===== config.mk =====
export PLATFORM = sky130hd
export DESIGN_NAME = tsrb_queue
export DESIGN_NICKNAME = d
export VERILOG_FILES = /design/src/rtl/core/tcp_send_ring_buffer_macros.svh /design/src/rtl/core/tsrb_pkg.sv /design/src/rtl/core/tsrb_queue.sv
export SDC_FILE = /design/constraint.sdc
export NUM_CORES = 1
export LEC_CHECK = 0
export ABC_AREA = 1
export ABC_CLOCK_PERIOD_IN_PS = 7700
export BUFFER_PORTS_ARGS = -buffer_cell sky130_fd_sc_hd__clkbuf_2
export CAP_MARGIN = 0
export CORE_UTILIZATION = 40
export CTS_CLUSTER_SIZE = 16
export DETAILED_ROUTE_END_ITERATION = 7
export GPL_TIMING_DRIVEN = 0
export PLACE_DENSITY = 0.64
export SETUP_SLACK_MARGIN = 0.15
export SLEW_MARGIN = 20
export SYNTH_ARGS = -nofsm -noshare
export SYNTH_HDL_FRONTEND = slang
export SYNTH_SLANG_ARGS = --single-unit

===== constraint.sdc =====
create_clock -name clk -period 7.7 [get_ports clk]
set_clock_uncertainty 0.1 [all_clocks]
set_input_delay 1.925 -clock clk [delete_from_list [all_inputs] [get_ports clk]]
set_output_delay 1.925 -clock clk [all_outputs]
set_load 0.05 [all_outputs]

===== src/rtl/core/tcp_send_ring_buffer_macros.svh =====
// assertion macros for the send ring buffer
`ifndef TCP_SEND_RING_BUFFER_MACROS_SVH
`define TCP_SEND_RING_BUFFER_MACROS_SVH

`ifndef SYNTHESIS

`define TSRB_ASSERT_IMPLIES(label, clk, rst_n, cond, prop) \
    label: assert property (@(posedge clk) disable iff (!rst_n) (cond) |-> (prop)) \
        else $error("send ring buffer check failed");

`define TSRB_ASSERT_NEXT(label, clk, rst_n, cond, prop) \
    label: assert property (@(posedge clk) disable iff (!rst_n) (cond) |=> (prop)) \
        else $error("send ring buffer check failed");

`else

`define TSRB_ASSERT_IMPLIES(label, clk, rst_n, cond, prop)

`define TSRB_ASSERT_NEXT(label, clk, rst_n, cond, prop)

`endif

`endif


===== src/rtl/core/tsrb_pkg.sv =====
// shared types and constants of the send ring buffer
package tsrb_pkg;

    localparam int DEPTH    = 4096;
    localparam int ADDR_W   = $clog2(DEPTH);
    localparam int CNT_W    = 13;
    localparam int LEN_W    = 7;
    localparam int MAX_READ = 64;
    localparam int QDEPTH   = 2;
    localparam int QPTR_W   = $clog2(QDEPTH);
    localparam int QCNT_W   = $clog2(QDEPTH + 1);

    localparam logic [1:0] CMD_WRITE  = 2'd0;
    localparam logic [1:0] CMD_READ   = 2'd1;
    localparam logic [1:0] CMD_REMOVE = 2'd2;

    typedef enum logic [1:0] {
        OP_WRITE,
        OP_READ,
        OP_REMOVE,
        OP_NOP
    } op_kind_t;

    typedef struct packed {
        logic [1:0]       cmd;
        logic [7:0]       data_byte;
        logic [CNT_W-1:0] offset;
        logic [LEN_W-1:0] read_length;
        logic [CNT_W-1:0] remove_count;
    } in_item_t;

    typedef struct packed {
        logic [7:0]       read_byte;
        logic             byte_valid;
        logic             last;
        logic [CNT_W-1:0] removed;
        logic [CNT_W-1:0] fill_level;
        logic             overflow;
    } out_item_t;

    typedef struct packed {
        op_kind_t         kind;
        logic [7:0]       data_byte;
        logic [CNT_W-1:0] offset;
        logic [LEN_W-1:0] len;
        logic [CNT_W-1:0] count;
    } op_t;

    typedef struct packed {
        logic [CNT_W-1:0] held;
        logic             reading;
    } status_t;

endpackage


===== src/rtl/core/tsrb_queue.sv =====
// short command queue between front end and engine
module tsrb_queue (
    input  logic          clk,
    input  logic          rst_n,
    input  logic          push_valid,
    output logic          push_ready,
    input  tsrb_pkg::op_t push_op,
    output logic          pop_valid,
    input  logic          pop_ready,
    output tsrb_pkg::op_t pop_op
);

    tsrb_pkg::op_t                 slots_reg [tsrb_pkg::QDEPTH];
    logic [tsrb_pkg::QPTR_W-1:0]   wr_ptr_reg;
    logic [tsrb_pkg::QPTR_W-1:0]   wr_ptr_next;
    logic [tsrb_pkg::QPTR_W-1:0]   rd_ptr_reg;
    logic [tsrb_pkg::QPTR_W-1:0]   rd_ptr_next;
    logic [tsrb_pkg::QCNT_W-1:0]   count_reg;
    logic [tsrb_pkg::QCNT_W-1:0]   count_next;
    logic                          do_push;
    logic                          do_pop;

    assign push_ready = count_reg != tsrb_pkg::QCNT_W'(tsrb_pkg::QDEPTH);
    assign pop_valid  = count_reg != '0;
    assign pop_op     = slots_reg[rd_ptr_reg];
    assign do_push    = push_valid && push_ready;
    assign do_pop     = pop_valid && pop_ready;

    always_comb
    begin
        wr_ptr_next = wr_ptr_reg;
        rd_ptr_next = rd_ptr_reg;
        count_next  = count_reg;
        if (do_push)
        begin
            wr_ptr_next = (wr_ptr_reg == tsrb_pkg::QPTR_W'(tsrb_pkg::QDEPTH - 1)) ?
                          '0 : wr_ptr_reg + tsrb_pkg::QPTR_W'(1);
        end
        if (do_pop)
        begin
            rd_ptr_next = (rd_ptr_reg == tsrb_pkg::QPTR_W'(tsrb_pkg::QDEPTH - 1)) ?
                          '0 : rd_ptr_reg + tsrb_pkg::QPTR_W'(1);
        end
        if (do_push && !do_pop)
        begin
            count_next = count_reg + tsrb_pkg::QCNT_W'(1);
        end
        else if (do_pop && !do_push)
        begin
            count_next = count_reg - tsrb_pkg::QCNT_W'(1);
        end
    end

    always_ff @(posedge clk or negedge rst_n)
    begin
        if (!rst_n)
        begin
            wr_ptr_reg <= '0;
            rd_ptr_reg <= '0;
            count_reg  <= '0;
        end
        else
        begin
            wr_ptr_reg <= wr_ptr_next;
            rd_ptr_reg <= rd_ptr_next;
            count_reg  <= count_next;
        end
    end

    always_ff @(posedge clk)
    begin
        if (do_push)
        begin
            slots_reg[wr_ptr_reg] <= push_op;
        end
    end

endmodule


==> results of run 1 <==
## path summary, 6_finish.rpt
check | end | slack (ns) | cells after the start
min in group asynchronous | wr_ptr_reg | 1.28 | 1
max reg2reg | slots_reg[1][26] | 5.84 | 5
min | count_reg[0] | 0.43 | 1
min reg2reg | count_reg[0] | 0.43 | 1
max in group asynchronous | rd_ptr_reg | 6.08 | 1
max | pop_op[3] | 4.19 | 6
## per-layer routing
layer  routed length [microns]  vias up  track usage
met5                         0        -            0
met4                        75        0       0.0669
met3                       306        7       0.0370
met2                      2910       58        0.239
met1                      2290      952        0.155
li1                          -     1051            -
## stage by stage
| stage | cells | worst slack, ns | area [sq um] | hold WS, ns |
|---|---|---|---|---|
| 6_report | 467 | 4.19 | 4260 | 0.427 |
| 5_1_grt | 467 | 4.09 | 4260 | 0.472 |
| 4_1_cts | 467 | 4.14 | 4260 | 0.428 |
| 3_5_place_dp | 451 | 4.31 | 4070 | 0.413 |
| 3_3_place_gp | 449 | 2.17 | 4010 | 0.398 |
| 2_1_floorplan | 253 | 3.33 | 3420 | 0.381 |
## Yosys cell counts
cell type	count
ha_1	1
dfrtp_1	4
edfxtp_1	86
nor2_1	2
nand3_1	2
inv_8	1
xor2_1	1
buf_6	5
inv_2	1
xnor2_1	1
buf_4	3
nand2_1	126
inv_1	5
nand2_2	13
buf_12	1
nand4_1	1
## final cells by class
cell class,count,area [sq um],share of cell area
clock buffers,10,128,0.0300
repair buffers,93,503,0.118
flip-flops and latches,90,2680,0.630
plain buffers,9,98.8,0.0232
well taps,105,131,0.0309
clock inverters,6,57.6,0.0135
inverters,7,33.8,0.00793
multi-input cells,147,623,0.146
## logic make-up after synthesis
family,count (synthesis)
xor gates and xnor gates,2
and+or+nand+nor,144
adders and majority gates,1
buffers and inverters,16
DFF,90
## worst register-to-register path, cell delays in order, from the launching register on
cell     delay [ns]
dfrtp_1        0.41
inv_2          0.07
nand2_2        0.07
nand2_2        0.10
nor2_4         0.56
buf_16         0.25
==> metrics, run 1 <==
slew margin rel. 0.527; Routed WL between 5000 and 6000 microns; FMAX 0.285 GHz; vias in the first global route between 2,000 and 2,500; synth unique cells 16; Slew @ Worst Pin 0.708 ns; CTS tree built; fin util 0.516; Synth Warn # 0; Compound-Gate Fraction of Synth Area 0; fraction of layout cells with a size suffix above 1 0.365; clock buffer count from CTS 9; Resized Gates After CTS 0; Max FO, Critical Path 10; Post-Syn Area 0.00342 sq mm; main combinational cell family by area after synthesis simple AND/OR/NAND/NOR gates; clk_lat worst skew 0.33 ns; first-pass GRT wire length about 9000 microns; Root Driver clkbuf_8; GPL Wtd Cong around 0.66; max-slew violations 0; min cycle time layout approximately 3.5 ns; routed len/inst 12.0 microns; CP endpoint kind output port; area leader, netlist edfxtp_1; antenna violations before repair 0; via count 2,068; Seq cells post-synth 90; Die X 94.5 microns; DRT iter0 DRCs 57; Post-CTS Setup Repair Bufs 0; DRC violations left 0; Filler Cell Count 748; area share of the largest cell type after synthesis 0.754; die area 0.00893 sq mm; num rows 33; Syn Inst Count 253; pin count of the biggest net entering global routing 25; Total GRT Usage 0.137; Via density 4.43; max-cap violations 0; status complete, no violations; die height roughly 95 microns; diodes inserted 0; Antenna Violating Nets Remaining 0; Final Hold Viols 0; Pre-antenna DRT Iters 4; global route total overflow 0; CTS clock-pin slew for the worst setup and hold paths 0.08 ns; Syn Area/Cell 13.5 sq um; clock sinks 90; unrepaired setup endpoints after global routing false; Max stage delay on crit path approximately 0.38 ns; CP top delay family buffers and inverters; Synth Net Count 301; worst path required time 5.68 ns; Ports 92; commonest non-fill, non-tap cell in the layout nand2_1; nets 405; crit start category register; most frequent cells in the layout nand2_1, clkbuf_2, edfxtp_1; hold_sp count_reg[0]; HP Class reg -> reg; slowest CP cell dfrtp_1; XOR/XNOR share of the synthesized area 0.00512; setup TNS 0 ns; Critical path origin rd_ptr_reg; post-route clock period utilization 0.456; mux cell area share after synthesis 0; critical path cell sequence buf_6, inv_8, buf_6, nand2_1, nand2_1, clkbuf_2; P&R area growth vs syn 24.4%; Crit path arrival time between 1 and 1.5 ns; # port buffers 91; Post-Synth Simple-Gate Area 0.169; DP HPWL 3870 microns; Synth Area in Adders 0.00365; Bufs on Longest Clock Path 2; WP buf/inv 4; crit path kind reg -> out; Seq/Total Area, Yosys 0.784; max reg flops 86; FF-to-FF Start count_reg[0]; final setup vio count 0; largest cells by area after synthesis edfxtp_1, nand2_1, dfrtp_1; H-tree levels 3; initial core utilization 0.415; core footprint 0.00826 sq mm; CTS Hold Buffers Added 0
Power of run 1 is not shown: default switching activity piles up to over one toggle a cycle in this logic, so the estimate is an artifact.
==> run 2, diff against run 1 <==
--- a/config.mk
+++ b/config.mk
@@ -5,15 +5,15 @@
 export SDC_FILE = /design/constraint.sdc
 export NUM_CORES = 1
 export LEC_CHECK = 0
-export ABC_AREA = 1
-export ABC_CLOCK_PERIOD_IN_PS = 7700
+export ABC_AREA = 0
+export ABC_CLOCK_PERIOD_IN_PS = 3700
 export BUFFER_PORTS_ARGS = -buffer_cell sky130_fd_sc_hd__clkbuf_2
 export CAP_MARGIN = 0
 export CORE_UTILIZATION = 40
 export CTS_CLUSTER_SIZE = 16
 export DETAILED_ROUTE_END_ITERATION = 7
 export GPL_TIMING_DRIVEN = 0
-export PLACE_DENSITY = 0.64
+export PLACE_DENSITY = 0.63
 export SETUP_SLACK_MARGIN = 0.15
 export SLEW_MARGIN = 20
 export SYNTH_ARGS = -nofsm -noshare
==> constraint.sdc (replaced) <==
create_clock -name clk -period 3.7 [get_ports clk]
set_clock_uncertainty 0.1 [all_clocks]
set_input_delay 0.925 -clock clk [delete_from_list [all_inputs] [get_ports clk]]
set_output_delay 0.925 -clock clk [all_outputs]
set_load 0.05 [all_outputs]
==> metrics, run 2 <==
# port buffers 91; Seq/Total Area, Yosys 0.767; post-route clock period utilization 0.703; final design area excluding fillers 0.00436 sq mm; Syn Inst Count 152; Synth Net Count 200; Clk pwr share 0.175; combinational share of power 0.469; Total GRT Usage 0.127; slowest CP cell dfrtp_1; final setup vio count 0; Switch Pwr between 1.5 and 2 mW; Max FO, Critical Path 10; Synth Warn # 0; critical path cell sequence buf_6, buf_12, mux2_4, clkbuf_2; Syn Area/Cell 23.0 sq um; area leader, netlist edfxtp_1; area share of the largest cell type after synthesis 0.738; Post-Syn Area 0.00350 sq mm; VDD IR-drop max 0.428 mV; commonest non-fill, non-tap cell in the layout clkbuf_2; Pleak 1.78 nW; crit path kind reg -> out; GPL Wtd Cong 0.632; Worst Setup EP pop_op[20]; Bufs on Longest Clock Path 2; total power 4.10 mW; setup TNS 0 ns; max reg flops 86; Pint 2.44 mW; synth unique cells 15; nets 304; max-slew violations 0; global route total overflow 0; Root Driver clkbuf_8; die height 95.5 microns; initial core utilization 0.419; Slew @ Worst Pin 0.763 ns; cell area power density 940 mW/mm^2; Resized Gates After CTS 0; R2R Setup Slk 1.72 ns; FMAX 0.384 GHz; count leader, synth edfxtp_1; crit start category register; final non-filler cell total 366; FF-to-FF End slots_reg[0][24]; top post-synthesis cells by count edfxtp_1, mux2_4, buf_12, dfrtp_1, mux2_2; DP Area between 0.004 and 0.005 sq mm; CP top delay family buffers and inverters; fraction of layout cells with a size suffix above 1 0.605; Synth async-reset ratio 0.0444; Post-CTS Setup Repair Bufs 0; Final Hold Viols 0; max-cap violations 0; CTS Hold Buffers Added 0; Via density 4.52; clock sinks 90; EDFF count, synth 86; CP endpoint kind output port; clk_lat worst skew approximately 0.34 ns; Die X 95.5 microns; DRT iter0 DRCs 41; die area 0.00912 sq mm; vias in the first global route roughly 1,600; diodes inserted 0; R2R cell count 4; HP Class in -> async; status complete, no violations; dpl cells 350; core footprint between 0.008 and 0.009 sq mm; DRC violations left 0; Pre-antenna DRT Iters 2; DP HPWL 3730 microns; worst path required time 2.67 ns; num rows 33; Critical path origin rd_ptr_reg; unrepaired setup endpoints after global routing false; Seq cells post-synth 90; Max stage delay on crit path 0.38 ns; routed len/inst approximately 15 microns; Crit path arrival time 1.58 ns; Sw Share 0.404; Ports 92; FF-to-FF Start count_reg[0]; largest cells by area after synthesis edfxtp_1, mux2_4, dfrtp_1; antenna violations before repair 0; Antenna Violating Nets Remaining 0; CTS tree built; Seq pwr share 0.356; fin util 0.523; Crit path depth 4; clock buffer count from CTS 9; pin count of the biggest net entering global routing 30; min cycle time layout roughly 2.6 ns; P&R area growth vs syn 24.6%; H-tree levels 3; CTS clock-pin slew for the worst setup and hold paths 0.08 ns; via count 1,653; Routed WL 5510 microns; first-pass GRT wire length ~8200 microns; slew margin rel. 0.490; most frequent cells in the layout clkbuf_2, edfxtp_1, mux2_4; WP buf/inv 3; Post-synth top flop edfxtp_1
==> run 2: how the worst min path moves through the flow <==
stage	startpoint	to	cells after the start
6_report	rst_n	rd_ptr_reg	1
5_1_grt	rst_n	rd_ptr_reg	1
4_1_cts	rst_n	wr_ptr_reg	1
3_5_place_dp	count_reg[1]	count_reg[1]	1
3_3_place_gp	wr_ptr_reg	wr_ptr_reg	1
2_1_floorplan	count_reg[1]	count_reg[1]	1
==> run 2: worst reg2reg max path, delay by kind of cell, from the launching register on <==
family	cells	cell delay (ns)
buffers and inverters	1	0.25
DFF	1	0.42
and+or+nand+nor	3	0.92
==> run 2: per-layer routing <==
metal / vias up / wire (microns) / GRT usage
met1: 784 / 2530 / 0.167
li1: 797 / - / -
met2: 64 / 2470 / 0.186
met3: 8 / 424 / 0.0399
met5: - / 0 / 0
met4: 0 / 87 / 0.0709
==> run 2: layout make-up <==
cell class                 count  area [sq um]
tap                          105           131
clock buffer                  10           128
buffer                         5          91.3
timing repair buffer          93           503
multi-input combinational     56           729
fill                         717          3980
sequential                    90          2680
clock inverter                 6          90.1
inverter                       1          3.75
==> run 2: through the flow <==
stage	hold WS [ns]	setup slack, ns
3_3_place_gp	0.375	-0.879
5_1_grt	0.272	1.06
4_1_cts	0.254	1.08
6_report	0.268	1.10
3_5_place_dp	0.389	1.25
2_1_floorplan	0.356	0.277
==> run 2: power by group through the flow <==
stage	Clock (mW)	Combinational, mW	Sequential (mW)
2_1_floorplan	0	1.58	1.48
3_3_place_gp	0	1.90	1.49
3_5_place_dp	0	1.95	1.49
4_1_cts	0.740	1.95	1.46
5_1_grt	0.779	2.03	1.48
6_report	0.718	1.92	1.46
==> run 2: cell families after synthesis <==
| logic type | count (synthesis) | synth area share |
|---|---|---|
| flip-flops | 90 | 0.767 |
| adder cells (fa/ha/maj) | 1 | 0.00358 |
| AND/OR/NAND/NOR | 7 | 0.00966 |
| buffers and inverters | 6 | 0.0272 |
| XOR/XNOR | 5 | 0.0125 |
| multiplexers | 43 | 0.180 |
No activity file was read; power rests on OpenSTA's default activity.
