$ cat src/rtl/core/tcp_send_ring_buffer_macros.svh
// assertion macros for the send ring buffer
`ifndef TCP_SEND_RING_BUFFER_MACROS_SVH
`define TCP_SEND_RING_BUFFER_MACROS_SVH

`ifndef SYNTHESIS

`define TSRB_ASSERT_IMPLIES(label, clk, rst_n, cond, prop) \
    label: assert property (@(posedge clk) disable iff (!rst_n) (cond) |-> (prop)) \
        else $error("send ring buffer check failed");

`define TSRB_ASSERT_NEXT(label, clk, rst_n, cond, prop) \
    label: assert property (@(posedge clk) disable iff (!rst_n) (cond) |=> (prop)) \
        else $error("send ring buffer check failed");

`else

`define TSRB_ASSERT_IMPLIES(label, clk, rst_n, cond, prop)

`define TSRB_ASSERT_NEXT(label, clk, rst_n, cond, prop)

`endif

`endif

$ cat src/rtl/core/tsrb_pkg.sv
// shared types and constants of the send ring buffer
package tsrb_pkg;

    localparam int DEPTH    = 4096;
    localparam int ADDR_W   = $clog2(DEPTH);
    localparam int CNT_W    = 13;
    localparam int LEN_W    = 7;
    localparam int MAX_READ = 64;
    localparam int QDEPTH   = 2;
    localparam int QPTR_W   = $clog2(QDEPTH);
    localparam int QCNT_W   = $clog2(QDEPTH + 1);

    localparam logic [1:0] CMD_WRITE  = 2'd0;
    localparam logic [1:0] CMD_READ   = 2'd1;
    localparam logic [1:0] CMD_REMOVE = 2'd2;

    typedef enum logic [1:0] {
        OP_WRITE,
        OP_READ,
        OP_REMOVE,
        OP_NOP
    } op_kind_t;

    typedef struct packed {
        logic [1:0]       cmd;
        logic [7:0]       data_byte;
        logic [CNT_W-1:0] offset;
        logic [LEN_W-1:0] read_length;
        logic [CNT_W-1:0] remove_count;
    } in_item_t;

    typedef struct packed {
        logic [7:0]       read_byte;
        logic             byte_valid;
        logic             last;
        logic [CNT_W-1:0] removed;
        logic [CNT_W-1:0] fill_level;
        logic             overflow;
    } out_item_t;

    typedef struct packed {
        op_kind_t         kind;
        logic [7:0]       data_byte;
        logic [CNT_W-1:0] offset;
        logic [LEN_W-1:0] len;
        logic [CNT_W-1:0] count;
    } op_t;

    typedef struct packed {
        logic [CNT_W-1:0] held;
        logic             reading;
    } status_t;

endpackage

$ cat src/rtl/core/tsrb_front.sv
// front end: accepts items, decodes the command and clamps the read length
module tsrb_front (
    input  logic              clk,
    input  logic              rst_n,
    input  logic              req_valid,
    output logic              req_ready,
    input  tsrb_pkg::in_item_t req,
    output logic              op_valid,
    input  logic              op_ready,
    output tsrb_pkg::op_t     op
);

    logic          op_valid_reg;
    logic          op_valid_next;
    tsrb_pkg::op_t op_reg;
    tsrb_pkg::op_t op_next;

    assign req_ready = !op_valid_reg || op_ready;
    assign op_valid  = op_valid_reg;
    assign op        = op_reg;

    always_comb
    begin
        op_next.data_byte = req.data_byte;
        op_next.offset    = req.offset;
        op_next.count     = req.remove_count;
        if (req.read_length > tsrb_pkg::LEN_W'(tsrb_pkg::MAX_READ))
        begin
            op_next.len = tsrb_pkg::LEN_W'(tsrb_pkg::MAX_READ);
        end
        else
        begin
            op_next.len = req.read_length;
        end
        case (req.cmd)
            tsrb_pkg::CMD_WRITE:  op_next.kind = tsrb_pkg::OP_WRITE;
            tsrb_pkg::CMD_READ:   op_next.kind = tsrb_pkg::OP_READ;
            tsrb_pkg::CMD_REMOVE: op_next.kind = tsrb_pkg::OP_REMOVE;
            default:              op_next.kind = tsrb_pkg::OP_NOP;
        endcase
    end

    always_comb
    begin
        op_valid_next = op_valid_reg;
        if (req_valid && req_ready)
        begin
            op_valid_next = 1'b1;
        end
        else if (op_ready)
        begin
            op_valid_next = 1'b0;
        end
    end

    always_ff @(posedge clk or negedge rst_n)
    begin
        if (!rst_n)
        begin
            op_valid_reg <= 1'b0;
        end
        else
        begin
            op_valid_reg <= op_valid_next;
        end
    end

    always_ff @(posedge clk)
    begin
        if (req_valid && req_ready)
        begin
            op_reg <= op_next;
        end
    end

endmodule

$ cat config.mk
export PLATFORM = sky130hd
export DESIGN_NAME = tsrb_front
export DESIGN_NICKNAME = d
export VERILOG_FILES = /design/src/rtl/core/tcp_send_ring_buffer_macros.svh /design/src/rtl/core/tsrb_pkg.sv /design/src/rtl/core/tsrb_front.sv
export SDC_FILE = /design/constraint.sdc
export NUM_CORES = 1
export LEC_CHECK = 0
export BUFFER_PORTS_ARGS = -buffer_cell sky130_fd_sc_hd__buf_4
export CAP_MARGIN = 5
export CORE_MARGIN = 8
export CORE_UTILIZATION = 27
export CTS_BUF_LIST = sky130_fd_sc_hd__clkbuf_8
export DETAILED_ROUTE_END_ITERATION = 12
export GPL_TIMING_DRIVEN = 0
export HOLD_SLACK_MARGIN = 0.03
export SYNTH_ARGS = -nofsm -noshare
export SYNTH_HDL_FRONTEND = slang
export SYNTH_SLANG_ARGS = --single-unit
$ cat constraint.sdc
create_clock -name clk -period 3.3 [get_ports clk]
set_input_delay 0.66 -clock clk [delete_from_list [all_inputs] [get_ports clk]]
set_output_delay 0.66 -clock clk [all_outputs]
set_load 0.02 [all_outputs]
==> impl_results.md, run 1 <==
* Routed WL at 3340 um
* RR Startpoint: op_valid
* Final Cycle Share at 52.0%
* Vert. Die Dim at 87.9 um
* Top post-synthesis cells by area: edfxtp_1 93%, nor2b_1 2.7%, dfrtp_1 1.8%
* Drt wl/cell at 15.0 um
* Synth Instances at 56
* PortBufs at 89
* Final setup vio count at 0
* Synth top area share at 92.6%
* H-Tree Depth at 2
* Static Leak at 0.934 nW
* Hold Crit Class: in2async
* Post-CTS Setup Bufs at 0
* Worst Skew at 0.00241 ns
* Total Routing Usage GR at 8.38%
* CTS resizes at 0
* RSZ-0062 raised after global routing: no
* Residual DRC at 0
* Row Count at 26
* Global route overflow at 0
* Worst-Margin Slew at 0.552 ns
* Initial cell density of the core at 27.6%
* Setup crit end kind: primary output
* WL met2 at 1670 um
* Slew HR at 63.2%
* Routed vias/inst at 3.79
* VDD IR max at 0.190 mV
* Antenna violations before repair at 0
* ANT cells at 0
* Crit-path max FO at 3
* Most frequent cells in the layout: 89 x buf_4, 43 x edfxtp_1, 6 x nor2b_1, 5 x clkbuf_8
* Fin crit period at 1.72 ns
* Die area at 0.00772 mm2
* Synth cell types at 7
* Mapped Area at 0.00139 mm2
* Status: complete, no violations
* Crit. Startpoint: op_ready
* Area grow syn2layout at 60.0%
* Layout cells sized above 1 at 62.7%
* Post-route setup TNS at 0 ns
* DR top layer: met4
* Vias in the first global route at 945
* Final Hold Fails at 0
* Routability Congestion at 0.689
* Post-CTS Hold Fix Bufs at 0
* Fin nets at 199
* First-pass GRT wire length at 4720 um
* Largest area contributor in the netlist: edfxtp_1
* Width of the die at 87.9 um
* Final Max Slew Viols at 0
* Ports at 92
* Mean Syn Cell Area at 24.9 um2
* Clk buf depth at 2
* Required time worst endpoint at 2.64 ns
* Largest net degree at the start of global routing at 44
* DR iter-0 viols at 41
* Most common cell after layout, fill and taps aside: buf_4
* PwrDens at 498 mW/mm2
* #FFs+latches synth at 44
* Clock latency at the later pin of the worst-skew pair at 0.29 ns
* WS Path Type: in2out
* TritonCTS clock tree: yes
* Max FFs per register at 43
* Sequential area share after synthesis at 94.4%
* CTS clk-pin slew, worst paths at 0.07 ns
* Syn nets at 103
* CTS root buffer: clkbuf_8
* Via count at 846
* Total iterations of the first detailed-routing run at 2
* DR WL met3 at 457 um
* Max-cap viol count at 0
* Routed Antenna Nets at 0
* Fmax at 583 MHz
* Met1 Wirelength at 1180 um
* Clock sink count at 44
* Worst EP arrival at 1.06 ns
* Startpoint types: input pin
* Hold_ws at 0.133 ns
* Core area at 0.00504 mm2
* Ys Warns at 0
* Number of buffers created by CTS at 5
[cell families (layout without fill, tap and decap cells)]
| family | Yosys count | in the layout | synth area share (%) |
|---|---|---|---|
| and+or+nand+nor | 9 | 9 | 4.76 |
| buffers and inverters | 3 | 100 | 0.808 |
| DFF | 44 | 44 | 94.4 |
[through the flow]
stage               utilization, %  instances  worst slack, ns  power (W)  area [um2]
finish                        44.2        223             1.58    0.00111        2230
global route                  44.2        223             1.57    0.00116        2230
CTS                           44.2        223             1.58    0.00113        2230
detailed placement            42.6        215             1.54   0.000822        2150
global placement              42.6        215             1.58   0.000818        2150
floorplan                        -         56             1.71   0.000728        1390
[area by class of cell]
cell class | instances | area (um2)
fillers | 474 | 2810
flip-flops and latches | 44 | 1320
repair buffers | 89 | 668
well taps | 70 | 87.6
clock buffers | 5 | 68.8
multi-input cells | 9 | 66.3
clock inverters | 3 | 11.3
plain buffers | 3 | 11.3
[power breakdown]
part	leakage, nW	total, W	switching, W	internal [W]
clock	0.0519	0.000303	0.000162	0.000141
combinational	0.460	0.000147	0.0000737	0.0000730
sequential	0.422	0.000659	0.00000866	0.000651
total	0.934	0.00111	0.000245	0.000865
[layer usage]
| metal | track usage [%] | vias up |
|---|---|---|
| li1 | - | 399 |
| met1 | 7.91 | 386 |
| met2 | 14.6 | 57 |
| met3 | 5.72 | 4 |
| met4 | 1.88 | 0 |
| met5 | 0 | - |
[path summary, 6_finish.rpt]
kind | slack (ns) | to | cells after the start
setup / recovery | 1.58 | req_ready | 3
hold reg to reg | 0.55 | op_valid | 2
max in group asynchronous | 3.09 | op_valid | 1
min in group clk | 0.54 | op[42] | 1
hold / removal | 0.13 | op_valid | 1
setup reg to reg | 1.93 | op[1] | 2
[synthesized netlist by cell type, drive strengths merged]
master,count
clkbuf,3
and2,1
dfrtp,1
nand2b,2
edfxtp,43
nor2b,6
[worst max-delay path, stage by stage]
cell and delay [ns]:
buf_4 0.11, nand2b_4 0.13, buf_4 0.15
Note: power is estimated with default switching activity, not from simulation.
==> inputs of run 2 (changes only) <==
ABC_AREA = 1   (was not set)
clock period = 1.5 ns   (was 3.3 ns; I/O delays follow)
==> run 2 against run 1 <==
  * Register-to-register slack worse by 1.9 ns
  * Synthesized cell count increased by 21%
  * Combinational power up 130%
  * Via count grew 14%
  * Critical path type is now reg2reg
==> impl_results.md, run 2 <==
* Status: complete, no violations (unchanged)
* Worst Skew at 0.00135 ns (was 0.00241 ns)
* WS Path Type: reg2reg (was in2out)
* Most frequent cells in the layout: 89 x buf_4, 43 x edfxtp_1, 9 x inv_1, 5 x clkbuf_8 (was 89 x buf_4, 43 x edfxtp_1, 6 x nor2b_1, 5 x clkbuf_8)
* Worst R2R Setup Slack at 0.07 ns (was 1.93 ns)
* First-pass GRT wire length at 5470 um (was 4720 um)
* Number of buffers created by CTS at 5 (unchanged)
* R2R Path End: op[7] (was op[1])
* Post-CTS Setup Bufs at 0 (unchanged)
* Post-route setup TNS at 0 ns (unchanged)
* Global route overflow at 0 (unchanged)
* PwrDens at 1130 mW/mm2 (was 498 mW/mm2)
* Ports at 92 (unchanged)
* Final Hold Fails at 0 (unchanged)
* DR iter-0 viols at 22 (was 41)
* Max FFs per register at 43 (unchanged)
* Max-cap viol count at 0 (unchanged)
* Worst-Margin Slew at 0.662 ns (was 0.552 ns)
* Final Cycle Share at 95.2%
* Worst setup path end: op[7] (was req_ready)
* Buffers & Inverters on Critical Path at 0 (was 2)
* Fin crit period at 1.43 ns
* CTS root buffer: clkbuf_8 (unchanged)
* Count leader, synth: edfxtp_1 (unchanged)
* Fmax at 701 MHz
* Synth Area in Simple Gates at 3.34% (was 4.76%)
* H-Tree Depth at 2 (unchanged)
* Post-synth ARST share at 2.27% (unchanged)
* Clock latency at the later pin of the worst-skew pair at 0.28 ns (was 0.29 ns)
* Area grow syn2layout at 63.9% (was 60.0%)
* Sequential area share after synthesis at 92.4% (was 94.4%)
* Clock sink count at 44 (unchanged)
* Routability Congestion at 0.763 (was 0.689)
* Layout cells sized above 1 at 61.9% (was 62.7%)
* Via count at 967 (was 846)
* Final Max Slew Viols at 0 (unchanged)
* Largest net degree at the start of global routing at 23 (was 44)
* Mux contribution to synthesized area at 0% (unchanged)
* Largest family of logic cells by synthesized area: simple AND/OR/NAND/NOR gates (unchanged)
* Post-synthesis compound-gate area fraction at 1.40% (was 0%)
* Slew HR at 55.8% (was 63.2%)
* Fin nets at 214 (was 199)
* TritonCTS clock tree: yes (unchanged)
* Worst EP arrival at 1.35 ns (was 1.06 ns)
* Hold_ws at 0.186 ns (was 0.133 ns)
* VDD IR max at 0.369 mV (was 0.190 mV)
* Adder and majority cell fraction of the synthesized area at 0% (unchanged)
* Die area at 0.00786 mm2 (was 0.00772 mm2)
* ANT cells at 0 (unchanged)
* Most common cell after layout, fill and taps aside: buf_4 (unchanged)
* Post-DP HPWL at 3000 um
* Vias in the first global route at 1,019 (was 945)
* Met3 Use GR at 5.48% (was 5.72%)
* Setup crit end kind: flip-flop (was primary output)
* Drt wl/cell at 16.5 um (was 15.0 um)
* Mean Syn Cell Area at 21.0 um2 (was 24.9 um2)
* Synth top area share at 90.6% (was 92.6%)
* M2 GR Usage at 16.6% (was 14.6%)
* Ys Warns at 0 (unchanged)
* Slowest CP cell: a21oi_4 (was buf_4)
* RSZ-0062 raised after global routing: no (unchanged)
* Depth of the most critical reg-to-reg path at 1 (was 2)
* Vert. Die Dim at 88.7 um (was 87.9 um)
* Hold Crit Class: in2reg (was in2async)
* Static Leak at 0.989 nW (was 0.934 nW)
* Mapped Area at 0.00143 mm2 (was 0.00139 mm2)
* Crit-path max FO at 21 (was 3)
* Final Util at 45.7% (was 44.2%)
* Required time worst endpoint at 1.42 ns (was 2.64 ns)
* Crit-path cells: a21oi_4 (was buf_4 > nand2b_4 > buf_4)
* Clk buf depth at 2 (unchanged)
* Routed vias/inst at 4.06 (was 3.79)
* Final setup vio count at 0 (unchanged)
* Total Routing Usage GR at 9.67% (was 8.38%)
* Initial cell density of the core at 27.9% (was 27.6%)
* Startpoint types: flip-flop (was input pin)
* Routed WL at 3940 um (was 3340 um)
* Row Count at 26 (unchanged)
* Width of the die at 88.7 um (was 87.9 um)
* Crit path largest cell delay at 0.58 ns (was 0.15 ns)
* RR Startpoint: op_valid (unchanged)
* Ys flop type: edfxtp_1 (unchanged)
* GR peak layer: met2 (unchanged)
* Number of synthesized flops with an enable pin at 43 (unchanged)
* Crit. Startpoint: op_valid (was op_ready)
* Post-synth top cells: 43 x edfxtp_1, 8 x inv_1, 4 x a21oi_1 (was 43 x edfxtp_1, 6 x nor2b_1, 3 x clkbuf_1)
* Xor-xnor portion of the synthesized cell area at 0% (unchanged)
* CP delay by family, top: compound AO/OA/AOI/OAI gates (was buffers and inverters)
* Synth cell types at 9 (was 7)
* CTS clk-pin slew, worst paths at 0.08 ns (was 0.07 ns)
* Core area at 0.00511 mm2 (was 0.00504 mm2)
* Top post-synthesis cells by area: edfxtp_1 91%, inv_1 2.1%, dfrtp_1 1.8% (was edfxtp_1 93%, nor2b_1 2.7%, dfrtp_1 1.8%)
* PortBufs at 89 (unchanged)
* Residual DRC at 0 (unchanged)
* Routed Antenna Nets at 0 (unchanged)
* Met1 GRT Util at 9.20% (was 7.91%)
* Synth Instances at 68 (was 56)
* Total iterations of the first detailed-routing run at 5 (was 2)
* #FFs+latches synth at 44 (unchanged)
* WP depth at 1 (was 3)
* Largest area contributor in the netlist: edfxtp_1 (unchanged)
* Syn nets at 115 (was 103)
* Antenna violations before repair at 0 (unchanged)
## run 2: where the power goes
group	total [W]	internal [W]	switching [W]
Combinational	0.000344	0.000164	0.000180
Clock	0.000851	0.000487	0.000364
Sequential	0.00145	0.00143	0.0000234
## run 2: kinds of logic (layout without fill, tap and decap cells)
kind of cell,count (synthesis),count (layout)
flops,44,44
buf+inv,11,109
simple gates,9,9
compound gates,4,6
## run 2: worst min-delay path by stage
stage,cells after the start,slack (ns),end,startpoint
after floorplan,0,0.004,op_valid,rst_n
after global placement,1,0.08,op_valid,rst_n
after detailed placement,1,0.08,op_valid,rst_n
after CTS,1,0.17,op[34],req[34]
after global routing,1,0.16,op[40],req[40]
final,1,0.19,op[3],req[3]
## run 2: layer usage
| metal | routed length [um] | vias to the layer above |
|---|---|---|
| met5 | 0 | - |
| met4 | 27 | 0 |
| met3 | 467 | 2 |
| met2 | 1950 | 63 |
| met1 | 1500 | 457 |
| li1 | - | 445 |
## run 2: timing repair
item | 4_1_cts | 5_1_grt
cloned | 1 | 1
hold buffers | 1 | 0
hold endpoints to repair | 1 | 0
resized for setup | 1 | 0
pin swaps | 1 | 1
endpoints found under the setup margin | 43 | 22
## run 2: cell type report
type / instances / area [um2]
tap: 70 / 87.6
sequential: 44 / 1320
clock inverter: 3 / 38.8
timing repair buffer: 90 / 678
multi-input combinational: 15 / 104
inverter: 8 / 30.0
fill: 450 / 2770
buffer: 3 / 11.3
clock buffer: 5 / 68.8
## run 2: metrics by stage
stage               cells  setup slack (ns)  power (W)  cell area, um2
CTS                   237            0.0376    0.00269            2330
finish                238            0.0727    0.00265            2340
detailed placement    227            -0.385    0.00182            2190
global placement      227            -0.322    0.00181            2190
floorplan              68            -0.143    0.00161            1440
global route          238          0.000932    0.00278            2340
